===== config.mk =====
export PLATFORM = sky130hd
export DESIGN_NAME = circle_arc_pixel_stepper_top
export DESIGN_NICKNAME = d
export VERILOG_FILES = /design/src/hdl/caps_pkg.sv /design/src/hdl/caps_root.sv /design/src/hdl/circle_arc_pixel_stepper_top.sv
export SDC_FILE = /design/constraint.sdc
export NUM_CORES = 2
export LEC_CHECK = 0
export ABC_AREA = 1
export BUFFER_PORTS_ARGS = -buffer_cell sky130_fd_sc_hd__buf_4
export CAP_MARGIN = 0
export CORE_ASPECT_RATIO = 1.75
export CORE_MARGIN = 10
export CORE_UTILIZATION = 62
export DETAILED_ROUTE_END_ITERATION = 16
export GPL_TIMING_DRIVEN = 1
export HOLD_SLACK_MARGIN = 0.12
export MAX_ROUTING_LAYER = met4
export PLACE_DENSITY = 0.84
export SLEW_MARGIN = 20
export SYNTH_ARGS = -nofsm -noshare
export SYNTH_HDL_FRONTEND = slang
export SYNTH_HIERARCHICAL = 1
export SYNTH_SLANG_ARGS = --single-unit

===== constraint.sdc =====
create_clock -name clk -period 8.9 [get_ports clk]
set_input_delay 1.335 -clock clk [delete_from_list [all_inputs] [get_ports clk]]
set_output_delay 1.335 -clock clk [all_outputs]
set_load 0.005 [all_outputs]

===== src/hdl/caps_pkg.sv =====
// ----------------------------------------------------------------------------
// caps_pkg
// Shared types and constants of the circle arc pixel stepper: field widths,
// transaction structs, sequencer states and square root unit status.
// ----------------------------------------------------------------------------
`default_nettype none

package caps_pkg;

	// field widths
	localparam int COORD_BITS            = 20;
	localparam int RADIUS_BITS           = 18;
	localparam int PIXEL_BITS            = 16;
	localparam int FRACTION_BITS_DEFAULT = 4;

	// derived widths
	localparam int OFFSET_BITS = COORD_BITS + 1;
	localparam int SQ_BITS     = 2 * RADIUS_BITS;
	localparam int ROOT_STEPS  = RADIUS_BITS;

	// operation codes
	localparam logic OP_LOAD = 1'b0;
	localparam logic OP_STEP = 1'b1;

	// quadrant codes of the end point
	localparam logic [1:0] QUAD_1 = 2'd0;
	localparam logic [1:0] QUAD_2 = 2'd1;
	localparam logic [1:0] QUAD_3 = 2'd2;
	localparam logic [1:0] QUAD_4 = 2'd3;

	// input transaction
	typedef struct packed {
		logic                          operation;
		logic signed [COORD_BITS-1:0]  ctr_x;
		logic signed [COORD_BITS-1:0]  ctr_y;
		logic signed [COORD_BITS-1:0]  start_x;
		logic signed [COORD_BITS-1:0]  start_y;
		logic signed [COORD_BITS-1:0]  end_x;
		logic signed [COORD_BITS-1:0]  end_y;
		logic        [RADIUS_BITS-1:0] radius;
	} caps_in_t;

	// result transaction
	typedef struct packed {
		logic signed [PIXEL_BITS-1:0] pixel_x;
		logic signed [PIXEL_BITS-1:0] pixel_y;
		logic                         point_valid;
		logic                         arc_done;
	} caps_out_t;

	// sequencer states
	typedef enum logic [2:0] {
		S_IDLE,
		S_LOAD_SQ,
		S_MOVE,
		S_MULT,
		S_PREP,
		S_ROOT,
		S_FINISH
	} caps_state_t;

	// square root unit status
	typedef struct packed {
		logic busy;
		logic done;
	} caps_root_stat_t;

endpackage

`default_nettype wire


===== src/hdl/caps_root.sv =====
// ----------------------------------------------------------------------------
// caps_root
// Bit-serial integer square root: floor(sqrt(radicand)), one result bit per
// cycle, with a one-cycle done pulse at the end.
// ----------------------------------------------------------------------------
`default_nettype none

module caps_root (
	input  wire logic                               clk,
	input  wire logic                               arst_n,
	input  wire logic                               start,
	input  wire logic [caps_pkg::SQ_BITS-1:0]       radicand,
	output caps_pkg::caps_root_stat_t               stat,
	output logic      [caps_pkg::RADIUS_BITS-1:0]   root
);

	localparam int SQ_W  = caps_pkg::SQ_BITS;
	localparam int CNT_W = $clog2(caps_pkg::ROOT_STEPS);
	localparam logic [SQ_W-1:0]  BIT_INIT  = {2'b01, {(SQ_W-2){1'b0}}};
	localparam logic [CNT_W-1:0] CNT_LAST  = CNT_W'(caps_pkg::ROOT_STEPS - 1);

	logic [SQ_W-1:0]  rem_q;
	logic [SQ_W-1:0]  res_q;
	logic [SQ_W-1:0]  bit_q;
	logic [CNT_W-1:0] cnt_q;
	logic             busy_q;
	logic             done_q;
	logic [SQ_W:0]    trial;
	logic             take;

	// trial subtraction of one iteration
	assign trial = {1'b0, res_q} + {1'b0, bit_q};
	assign take  = {1'b0, rem_q} >= trial;

	// iteration control
	always_ff @(posedge clk or negedge arst_n) begin
		if (!arst_n) begin
			busy_q <= 1'b0;
			done_q <= 1'b0;
			cnt_q  <= '0;
		end else begin
			done_q <= 1'b0;
			if (start) begin
				busy_q <= 1'b1;
				cnt_q  <= CNT_LAST;
			end else if (busy_q) begin
				cnt_q <= cnt_q - CNT_W'(1);
				if (cnt_q == '0) begin
					busy_q <= 1'b0;
					done_q <= 1'b1;
				end
			end
		end
	end

	// remainder, partial root and bit weight
	always_ff @(posedge clk) begin
		if (start) begin
			rem_q <= radicand;
			res_q <= '0;
			bit_q <= BIT_INIT;
		end else if (busy_q) begin
			if (take) begin
				rem_q <= rem_q - trial[SQ_W-1:0];
				res_q <= (res_q >> 1) + bit_q;
			end else begin
				res_q <= res_q >> 1;
			end
			bit_q <= bit_q >> 2;
		end
	end

	assign stat.busy = busy_q;
	assign stat.done = done_q;
	assign root      = res_q[caps_pkg::RADIUS_BITS-1:0];

	// a new root is never started on top of a running one
	a_start_idle: assert property (@(posedge clk) disable iff (!arst_n)
		start |-> !busy_q)
		else $error("root started while busy");

	// done only follows a busy cycle
	a_done_after_busy: assert property (@(posedge clk) disable iff (!arst_n)
		done_q |-> $past(busy_q))
		else $error("root done without iteration");

	// the bit weight does not run out before the last iteration
	a_bit_live: assert property (@(posedge clk) disable iff (!arst_n)
		busy_q |-> (bit_q != '0))
		else $error("root bit weight empty while busy");

endmodule

`default_nettype wire


===== src/hdl/circle_arc_pixel_stepper_top.sv =====
// ----------------------------------------------------------------------------
// circle_arc_pixel_stepper_top
// Steps a circular arc one pixel per step transaction, from a loaded start
// point toward a loaded end point, in signed fixed point coordinates.
// ----------------------------------------------------------------------------
// A load transaction is accepted, then the radius is squared, and it gives no
// result. A step transaction on an active arc runs through the states in
// order: move and clamp the minor coordinate, square it on the shared
// multiplier, form the radicand and start the bit-serial square root unit
// (one root bit per cycle), wait for its done pulse, then finish and register
// the result; the next transaction is accepted only once the sequencer is
// back in idle. A step with no active arc goes straight to finish and gives
// its done result, then frees the input. The input is not ready while a
// transaction is in work, and a finished result stalls the sequencer only if
// the previous result has not been taken yet.
`default_nettype none

module circle_arc_pixel_stepper_top #(
	parameter int FRACTION_BITS = caps_pkg::FRACTION_BITS_DEFAULT
) (
	input  wire logic          clk,
	input  wire logic          arst_n,
	input  wire logic          in_valid,
	output logic               in_ready,
	input  wire caps_pkg::caps_in_t in_item,
	output logic               out_valid,
	input  wire logic          out_ready,
	output caps_pkg::caps_out_t out_item
);

	localparam int CW     = caps_pkg::COORD_BITS;
	localparam int OW     = caps_pkg::OFFSET_BITS;
	localparam int RW     = caps_pkg::RADIUS_BITS;
	localparam int SW     = caps_pkg::SQ_BITS;
	localparam int PW     = caps_pkg::PIXEL_BITS;
	localparam int STEP_W = OW + 1;
	localparam int WIDE_W = STEP_W + PW;

	localparam logic signed [STEP_W-1:0] ONE_W   = STEP_W'(1 << FRACTION_BITS);
	localparam logic signed [WIDE_W-1:0] BIAS_W  = WIDE_W'((1 << FRACTION_BITS) - 1);
	localparam logic        [RW-1:0]     MIN_RAD = RW'((3 * (1 << FRACTION_BITS)) / 2);
	localparam caps_pkg::caps_out_t DONE_ITEM = '{
		pixel_x: '0, pixel_y: '0, point_valid: 1'b0, arc_done: 1'b1};

	caps_pkg::caps_state_t state_q, state_d;

	// arc state
	logic signed [CW-1:0] centre_x_q, centre_y_q;
	logic signed [OW-1:0] offset_x_q, offset_y_q;
	logic signed [OW-1:0] end_off_x_q, end_off_y_q;
	logic        [RW-1:0] radius_q;
	logic        [SW-1:0] r2_q;
	logic        [1:0]    end_quad_q;
	logic                 arc_active_q;

	// step working registers
	logic signed [RW:0]   minor_q;
	logic                 minor_is_x_q;
	logic                 major_neg_q;
	logic        [SW-1:0] prod_q;
	logic                 skip_q;

	// result register
	caps_pkg::caps_out_t  out_item_q;
	logic                 out_valid_q;

	logic                 in_fire, out_free, root_start;
	caps_pkg::caps_root_stat_t root_stat;
	logic        [RW-1:0] root_val;

	// ------------------------------------------------------------------
	// sequencer
	// ------------------------------------------------------------------
	assign in_fire  = in_valid && in_ready;
	assign out_free = !out_valid_q || out_ready;

	always_ff @(posedge clk or negedge arst_n) begin
		if (!arst_n) begin
			state_q <= caps_pkg::S_IDLE;
		end else begin
			state_q <= state_d;
		end
	end

	always_comb begin
		state_d    = state_q;
		in_ready   = 1'b0;
		root_start = 1'b0;
		unique case (state_q)
			caps_pkg::S_IDLE: begin
				in_ready = 1'b1;
				if (in_valid) begin
					if (in_item.operation == caps_pkg::OP_LOAD) begin
						state_d = caps_pkg::S_LOAD_SQ;
					end else if (arc_active_q) begin
						state_d = caps_pkg::S_MOVE;
					end else begin
						state_d = caps_pkg::S_FINISH;
					end
				end
			end
			caps_pkg::S_LOAD_SQ: state_d = caps_pkg::S_IDLE;
			caps_pkg::S_MOVE:    state_d = caps_pkg::S_MULT;
			caps_pkg::S_MULT:    state_d = caps_pkg::S_PREP;
			caps_pkg::S_PREP: begin
				root_start = 1'b1;
				state_d    = caps_pkg::S_ROOT;
			end
			caps_pkg::S_ROOT: begin
				if (root_stat.done) begin
					state_d = caps_pkg::S_FINISH;
				end
			end
			caps_pkg::S_FINISH: begin
				if (out_free) begin
					state_d = caps_pkg::S_IDLE;
				end
			end
			default: state_d = caps_pkg::S_IDLE;
		endcase
	end

	// ------------------------------------------------------------------
	// load: offsets from center and end quadrant
	// ------------------------------------------------------------------
	logic signed [OW-1:0] ld_off_x, ld_off_y, ld_end_x, ld_end_y;
	logic        [1:0]    ld_quad;

	assign ld_off_x = {in_item.start_x[CW-1], in_item.start_x}
		- {in_item.ctr_x[CW-1], in_item.ctr_x};
	assign ld_off_y = {in_item.start_y[CW-1], in_item.start_y}
		- {in_item.ctr_y[CW-1], in_item.ctr_y};
	assign ld_end_x = {in_item.end_x[CW-1], in_item.end_x}
		- {in_item.ctr_x[CW-1], in_item.ctr_x};
	assign ld_end_y = {in_item.end_y[CW-1], in_item.end_y}
		- {in_item.ctr_y[CW-1], in_item.ctr_y};

	always_comb begin
		if (ld_end_x >= 0 && ld_end_y > 0) begin
			ld_quad = caps_pkg::QUAD_1;
		end else if (ld_end_x < 0 && ld_end_y >= 0) begin
			ld_quad = caps_pkg::QUAD_2;
		end else if (ld_end_x <= 0 && ld_end_y < 0) begin
			ld_quad = caps_pkg::QUAD_3;
		end else begin
			ld_quad = caps_pkg::QUAD_4;
		end
	end

	// ------------------------------------------------------------------
	// move: direction from quadrant, advance minor coordinate, clamp
	// ------------------------------------------------------------------
	logic signed [STEP_W-1:0] ox_w, oy_w, mag_x, mag_y;
	logic signed [STEP_W-1:0] moved, hi_lim, lo_lim, clamped;
	logic                     x_dec, y_dec, x_neg, y_neg, mv_minor_x;

	assign ox_w  = {offset_x_q[OW-1], offset_x_q};
	assign oy_w  = {offset_y_q[OW-1], offset_y_q};
	assign mag_x = (ox_w < 0) ? -ox_w : ox_w;
	assign mag_y = (oy_w < 0) ? -oy_w : oy_w;

	always_comb begin
		if (ox_w > 0 && oy_w >= 0) begin
			x_dec = 1'b1; y_dec = 1'b0; x_neg = 1'b0; y_neg = 1'b0;
		end else if (ox_w <= 0 && oy_w > 0) begin
			x_dec = 1'b1; y_dec = 1'b1; x_neg = 1'b1; y_neg = 1'b0;
		end else if (ox_w < 0 && oy_w <= 0) begin
			x_dec = 1'b0; y_dec = 1'b1; x_neg = 1'b1; y_neg = 1'b1;
		end else begin
			x_dec = 1'b0; y_dec = 1'b0; x_neg = 1'b0; y_neg = 1'b1;
		end
	end

	assign mv_minor_x = mag_x < mag_y;
	assign hi_lim     = $signed({{(STEP_W-RW){1'b0}}, radius_q});
	assign lo_lim     = -hi_lim;

	always_comb begin
		if (mv_minor_x) begin
			moved = x_dec ? (ox_w - ONE_W) : (ox_w + ONE_W);
		end else begin
			moved = y_dec ? (oy_w - ONE_W) : (oy_w + ONE_W);
		end
		if (moved < lo_lim) begin
			clamped = lo_lim;
		end else if (moved > hi_lim) begin
			clamped = hi_lim;
		end else begin
			clamped = moved;
		end
	end

	// ------------------------------------------------------------------
	// shared multiplier: radius squared at load, minor squared at step
	// ------------------------------------------------------------------
	logic signed [RW:0]   minor_abs;
	logic        [RW-1:0] minor_mag, mul_a;
	logic        [SW-1:0] product;

	assign minor_abs = (minor_q < 0) ? -minor_q : minor_q;
	assign minor_mag = minor_abs[RW-1:0];
	assign mul_a     = (state_q == caps_pkg::S_LOAD_SQ) ? radius_q : minor_mag;
	assign product   = SW'(mul_a) * SW'(mul_a);

	// radicand r^2 - c^2, zero when the minor coordinate reaches the radius
	logic [SW-1:0] radicand;
	assign radicand = (r2_q > prod_q) ? (r2_q - prod_q) : '0;

	caps_root u_root (
		.clk      (clk),
		.arst_n   (arst_n),
		.start    (root_start),
		.radicand (radicand),
		.stat     (root_stat),
		.root     (root_val)
	);

	// ------------------------------------------------------------------
	// finish: new offsets, end test, truncated pixel
	// ------------------------------------------------------------------
	logic signed [OW-1:0]     root_ext, major, minor_ext, new_x, new_y;
	logic                     end_met;
	logic signed [STEP_W-1:0] sum_x, sum_y;
	logic signed [WIDE_W-1:0] wide_x, wide_y, trunc_x, trunc_y;

	assign root_ext  = $signed({{(OW-RW){1'b0}}, root_val});
	assign major     = major_neg_q ? -root_ext : root_ext;
	assign minor_ext = {{(OW-RW-1){minor_q[RW]}}, minor_q};
	assign new_x     = minor_is_x_q ? minor_ext : major;
	assign new_y     = minor_is_x_q ? major : minor_ext;

	always_comb begin
		unique case (end_quad_q)
			caps_pkg::QUAD_1: end_met = (new_x <= end_off_x_q) && (new_y >= 0);
			caps_pkg::QUAD_2: end_met = (new_y <= end_off_y_q) && (new_x <= 0);
			caps_pkg::QUAD_3: end_met = (new_x >= end_off_x_q) && (new_y <= 0);
			default:          end_met = (new_y >= end_off_y_q) && (new_x >= 0);
		endcase
	end

	// division by one pixel, rounded toward zero
	assign sum_x   = {{(STEP_W-CW){centre_x_q[CW-1]}}, centre_x_q} + {new_x[OW-1], new_x};
	assign sum_y   = {{(STEP_W-CW){centre_y_q[CW-1]}}, centre_y_q} + {new_y[OW-1], new_y};
	assign wide_x  = {{PW{sum_x[STEP_W-1]}}, sum_x};
	assign wide_y  = {{PW{sum_y[STEP_W-1]}}, sum_y};
	assign trunc_x = ((wide_x < 0) ? (wide_x + BIAS_W) : wide_x) >>> FRACTION_BITS;
	assign trunc_y = ((wide_y < 0) ? (wide_y + BIAS_W) : wide_y) >>> FRACTION_BITS;

	// ------------------------------------------------------------------
	// datapath registers
	// ------------------------------------------------------------------
	always_ff @(posedge clk) begin
		case (state_q)
			caps_pkg::S_IDLE: begin
				if (in_fire && in_item.operation == caps_pkg::OP_LOAD) begin
					centre_x_q  <= in_item.ctr_x;
					centre_y_q  <= in_item.ctr_y;
					offset_x_q  <= ld_off_x;
					offset_y_q  <= ld_off_y;
					end_off_x_q <= ld_end_x;
					end_off_y_q <= ld_end_y;
					radius_q    <= in_item.radius;
					end_quad_q  <= ld_quad;
				end
				if (in_fire) begin
					skip_q <= !arc_active_q;
				end
			end
			caps_pkg::S_LOAD_SQ: r2_q <= product;
			caps_pkg::S_MOVE: begin
				minor_q      <= clamped[RW:0];
				minor_is_x_q <= mv_minor_x;
				major_neg_q  <= mv_minor_x ? y_neg : x_neg;
			end
			caps_pkg::S_MULT: prod_q <= product;
			caps_pkg::S_FINISH: begin
				if (out_free) begin
					if (skip_q || end_met) begin
						out_item_q <= DONE_ITEM;
					end else begin
						out_item_q.pixel_x     <= trunc_x[PW-1:0];
						out_item_q.pixel_y     <= trunc_y[PW-1:0];
						out_item_q.point_valid <= 1'b1;
						out_item_q.arc_done    <= 1'b0;
					end
					if (!skip_q) begin
						offset_x_q <= new_x;
						offset_y_q <= new_y;
					end
				end
			end
			default: ;
		endcase
	end

	// arc activity
	always_ff @(posedge clk or negedge arst_n) begin
		if (!arst_n) begin
			arc_active_q <= 1'b0;
		end else if (in_fire && in_item.operation == caps_pkg::OP_LOAD) begin
			arc_active_q <= in_item.radius > MIN_RAD;
		end else if (state_q == caps_pkg::S_FINISH && out_free && !skip_q && end_met) begin
			arc_active_q <= 1'b0;
		end
	end

	// result valid
	always_ff @(posedge clk or negedge arst_n) begin
		if (!arst_n) begin
			out_valid_q <= 1'b0;
		end else if (state_q == caps_pkg::S_FINISH && out_free) begin
			out_valid_q <= 1'b1;
		end else if (out_ready) begin
			out_valid_q <= 1'b0;
		end
	end

	assign out_valid = out_valid_q;
	assign out_item  = out_item_q;

	// ------------------------------------------------------------------
	// assertions
	// ------------------------------------------------------------------
	a_root_to_finish: assert property (@(posedge clk) disable iff (!arst_n)
		(state_q == caps_pkg::S_ROOT) && root_stat.done |=> state_q == caps_pkg::S_FINISH)
		else $error("root result not taken by finish");

	a_move_active: assert property (@(posedge clk) disable iff (!arst_n)
		(state_q == caps_pkg::S_MOVE) |-> arc_active_q)
		else $error("step moved on an inactive arc");

	a_minor_clamped: assert property (@(posedge clk) disable iff (!arst_n)
		(state_q == caps_pkg::S_MULT) |-> (minor_mag <= radius_q))
		else $error("minor coordinate beyond radius");

	a_result_kind: assert property (@(posedge clk) disable iff (!arst_n)
		out_valid_q |-> (out_item_q.point_valid != out_item_q.arc_done))
		else $error("result is both or neither pixel and done");

endmodule

`default_nettype wire


* Word level (Yosys, flattened, before mapping)
Index checks and enable logic that the tools add are counted.
Word-level totals: input bits 143, word-level logic and storage cells 189, output and inout port bits 36, register bits 374
Operators by class: $lt $le $gt $ge 30, multiply operators 1, reductions and logical operators 35, eq/ne operators 13, mux-type cells 59, add/subtract/negate cells 22, bitwise operators 1
Operators with widths (count):
- two-way mux 21 bit | 9
- two-way mux 36 bit | 5
- two-way mux 22 bit | 5
- greater-or-equal comparator 21 x 1 -> 1 bit, second input constant | 5
- less-or-equal comparator 21 x 1 -> 1 bit, second input constant | 5
- less-than comparator 21 x 1 -> 1 bit, second input constant | 4
- one-hot mux 21 bit (2 select lines) | 2
- subtractor 20 x 20 -> 21 bit | 4
- subtractor 36 bit | 2
- > comparator 21 x 1 -> 1 bit, second input constant | 3
- adder 20 x 21 -> 22 bit | 2
- adder 21 x 6 -> 22 bit, second input constant | 2
- less-than comparator 22 x 1 -> 1 bit, second input constant | 2
- less-than comparator 22 bit | 2
- negator 21 -> 22 bit | 2
- subtractor 21 x 6 -> 22 bit, second input constant | 2
- greater-or-equal comparator 21 bit | 2
- less-or-equal comparator 21 bit | 2
- adder 20 x 5 -> 20 bit, second input constant | 2
- two-way mux 20 bit | 2
- two-way mux 19 bit | 2
- adder 36 x 35 -> 37 bit | 1
- greater-or-equal comparator 36 x 37 -> 1 bit | 1
- adder 35 x 35 -> 36 bit | 1
- other kinds (35) | 92

* Depth between registers and ports, before layout
word-level depth 10, gate-level depth with buffers 41, depth with buffers taken out 38

* Cells and area by module
Netlist, hierarchy kept.
Modules (own cells, without submodules):
- circle_arc_pixel_stepper_top | area each 35595.4 um^2, sequential area each 8232.9 um^2, cells an instance 4678, instances 1
- caps_root | area each 10249.8 um^2, sequential area each 2337.2 um^2, cells an instance 1656, instances 1

* Worst setup path after synthesis
Ideal clock, no wire load.
kind input to register, from input in_item[138] (netlist name), to register offset_x_q[0] (enable), arrival time 7246 ps, required time 8500 ps, path slack 1253 ps, cell stages on the path 5, buffers on the path 0, setup time 400 ps, cell sequence nor2_1 inv_1 nor2_1 inv_1 nand2_1
Between the ends: word-level cells in the longest chain between the ends 4
RTL lines:
- from (decl) | line circle_arc_pixel_stepper_top.sv:25 | input wire caps_pkg::caps_in_t in_item,
- NOT 1 bit | line circle_arc_pixel_stepper_top.sv:255 | if (in_fire && in_item.operation == caps_pkg::OP_LOAD) begin
- logical AND 1 bit | line circle_arc_pixel_stepper_top.sv:255
- inequality test 2 bit (no source line)
- AND reduction 4 bit (no source line)
- to (signal assigned) | line circle_arc_pixel_stepper_top.sv:258 | offset_x_q <= ld_off_x;
- to (signal assigned) | line circle_arc_pixel_stepper_top.sv:287 | offset_x_q <= new_x;
- to (decl) | line circle_arc_pixel_stepper_top.sv:49 | logic signed [OW-1:0] offset_x_q, offset_y_q;
No other way between the ends. A chain may end at the register's enable or synchronous reset.

* Final worst setup path
from register state_q[0], to register r2_q[27], data pin
Between the ends: word-level cells in the longest chain between the ends 3
RTL lines:
- from (decl) | line circle_arc_pixel_stepper_top.sv:45 | caps_pkg::caps_state_t state_q, state_d;
- from (signal assigned) | line circle_arc_pixel_stepper_top.sv:79 | state_q <= caps_pkg::S_IDLE;
- from (signal assigned) | line circle_arc_pixel_stepper_top.sv:81 | state_q <= state_d;
- equality test 3 x 1 -> 1 bit | line circle_arc_pixel_stepper_top.sv:202 | assign mul_a = (state_q == caps_pkg::S_LOAD_SQ) ? radius_q : minor_mag;
- two-way mux 18 bit | line circle_arc_pixel_stepper_top.sv:202
- multiplier 18 x 18 -> 36 bit | line circle_arc_pixel_stepper_top.sv:203 | assign product = SW'(mul_a) * SW'(mul_a);
- via product[27] | line circle_arc_pixel_stepper_top.sv:198 | logic [SW-1:0] product;
- to (signal assigned) | line circle_arc_pixel_stepper_top.sv:269 | caps_pkg::S_LOAD_SQ: r2_q <= product;
- to (decl) | line circle_arc_pixel_stepper_top.sv:52 | logic [SW-1:0] r2_q;
The timed path passes the listed nets, and every way through them passes these cells.

==> impl_metrics.ini <==
[sta]
setup_slack_ns = 0.878
fmax_ghz = 0.125
final.setup.tns_ns = 0
min_period_ns = 8.02
fin_crit_sh = 0.901
rsz0062_at_grt = no
hold_viol_final = 0
drv_slew = 0
setup_viol = 0
final.setup_skew_ns = 0.0335
tightest_slew_ns = 1.30
relSlewSlack = 0.121

[place]
placedCellCount = 7352
portBuffers = 178
place_congestion = 1.05
hpwl_mm = 124
place_ws_ns = 1.09

[flow_run]
maxCapViolations = 0

[global_routing]
antenna_found_initial = 3
gr-total-overflow = 0
grt_pass1_vias = 42600
grt_pass1_wl_mm = 230
grt_max_degree = 63
grt_util_all_layers = 0.352

[status]
outcome = completed

[detailed_routing]
dr.pass1.iters = 7
drt_iter0_markers = 4060
ant_nets = 0
viasPerCell = 5.88
routed_wl_mm = 150
num_vias = 43700
drc = 0
wire_per_inst_um = 20.2

[clock_network]
cts-resized-gates = 0
cts_tree = done
worstSkewPairLatency_ns = 0.61
cts_setup_buffers = 0
cts_max_level = 2
clk_pin_slew_worst_paths_ns = 0.07
clk_path_buf_depth = 3
cts_sinks = 372
cts-buffers-inserted = 41
root_buffer = clkbuf_16
cts_hold_buf = 0

[floorplanning]
core.rowCount = 131
die_h_um = 380
start_util = 0.627
io_pins = 179
fp.coreArea_um2 = 73100
dieArea_um2 = 85600
die_w_um = 226

[finish]
nFillCells = 6453
syn_to_final_growth_pct = 7.69
layout.nets = 7320
final_layout_size_suffix_gt1_frac = 0.0670
final_util = 0.675
final_cells = 7431

[critical_path]
crit_fanout = 15
slowest_stage = o21ai_0
slowest_delay_ns = 0.81
crit_arrival_ns = 8.34
worstSetupPathType = reg -> reg
required_ns = 9.22
crit_top_cell = inv_1
start_kind = register
critPathCaptureType = register

[yosys]
syn_nets = 7188
ys.warnings.count = 6
netlist_area_um2 = 45800
avgSynthCellArea_um2 = 7.24
syn_inst = 6333

[worst_hold_path]
hp-class = reg -> reg
critical path, delay by kind of cell, from the launching register on:
family,cells,cell delay [ns]
adder cells (fa/ha/maj),6,2.56
AO/OA/AOI/OAI,8,2.27
AND/OR/NAND/NOR,6,1.12
buffers and inverters,5,0.84
XOR/XNOR,3,0.54
flip-flops,1,0.42
worst paths after layout:
check                      slack [ns]                        start                          end  cells past startpoint
min in group asynchronous        0.58                       arst_n      u_root/done_q$_DFF_PN0_                      1
max                              0.88       state_q[0]$_DFFE_PN0P_           r2_q[27]$_DFFE_PP_                     28
min                              0.51  u_root/cnt_q[2]$_DFFE_PN0P_  u_root/cnt_q[2]$_DFFE_PN0P_                      1
max reg2reg                      0.88       state_q[0]$_DFFE_PN0P_           r2_q[27]$_DFFE_PP_                     28
min reg2reg                      0.51  u_root/cnt_q[2]$_DFFE_PN0P_  u_root/cnt_q[2]$_DFFE_PN0P_                      1
max in group asynchronous        8.12                       arst_n       state_q[0]$_DFFE_PN0P_                      1
placed cells by master (no fill, tap or decap), types with 21 or more instances in the layout:
cell type and n:
buf_4 211, or2_2 38, nor2_2 30, nand2_1 1409, nor2_1 604, nor3_1 67, dfxtp_1 54, xor2_1 203
o21ai_0 286, fa_1 227, o22ai_1 21, nor4_1 28, inv_1 1140, nand2_2 30, ha_1 485, nand4_1 66
o21ai_1 36, a31oi_1 34, o21a_1 31, o21bai_1 31, xnor2_1 116, edfxtp_1 306, a21oi_1 376, nand3_1 377
clkbuf_16 43, nand3b_1 26
metrics by stage:
| step | hold WS (ns) | area, um^2 |
|---|---|---|
| after floorplan | 0.449 | 45800 |
| after global placement | 0.474 | 48000 |
| after detailed placement | 0.486 | 48000 |
| after CTS | 0.494 | 49300 |
| after global routing | 0.526 | 49400 |
| final | 0.505 | 49400 |
layer usage:
metal | vias up | GRT usage | routed length (um)
met1 | 20400 | 0.379 | 54200
met4 | 0 | 0.225 | 11400
met2 | 1925 | 0.604 | 75300
met5 | - | - | 0
met3 | 631 | 0.0396 | 9450
li1 | 20700 | - | -
cell type report:
cell class,count,area [um^2],area share
multi-input cells,4684,30300,0.614
flip-flops and latches,372,10600,0.214
clock buffers,55,1150,0.0233
repair buffers,212,1600,0.0325
well taps,931,1160,0.0236
diodes,3,7.51,0.000152
inverters,1154,4330,0.0877
clock inverters,20,213,0.00431
registers in the layout (all words and copies together), names as in the netlist, 21 cells and up:
signal,count
end_off_x_q,21
end_off_y_q,21
offset_x_q,21
offset_y_q,21
out_item,34
prod_q,35
r2_q,35
u_root/rem_q,36
u_root/res_q,36
Power is not shown: default switching activity piles up to over one toggle a cycle in this logic, so the estimate is an artifact.
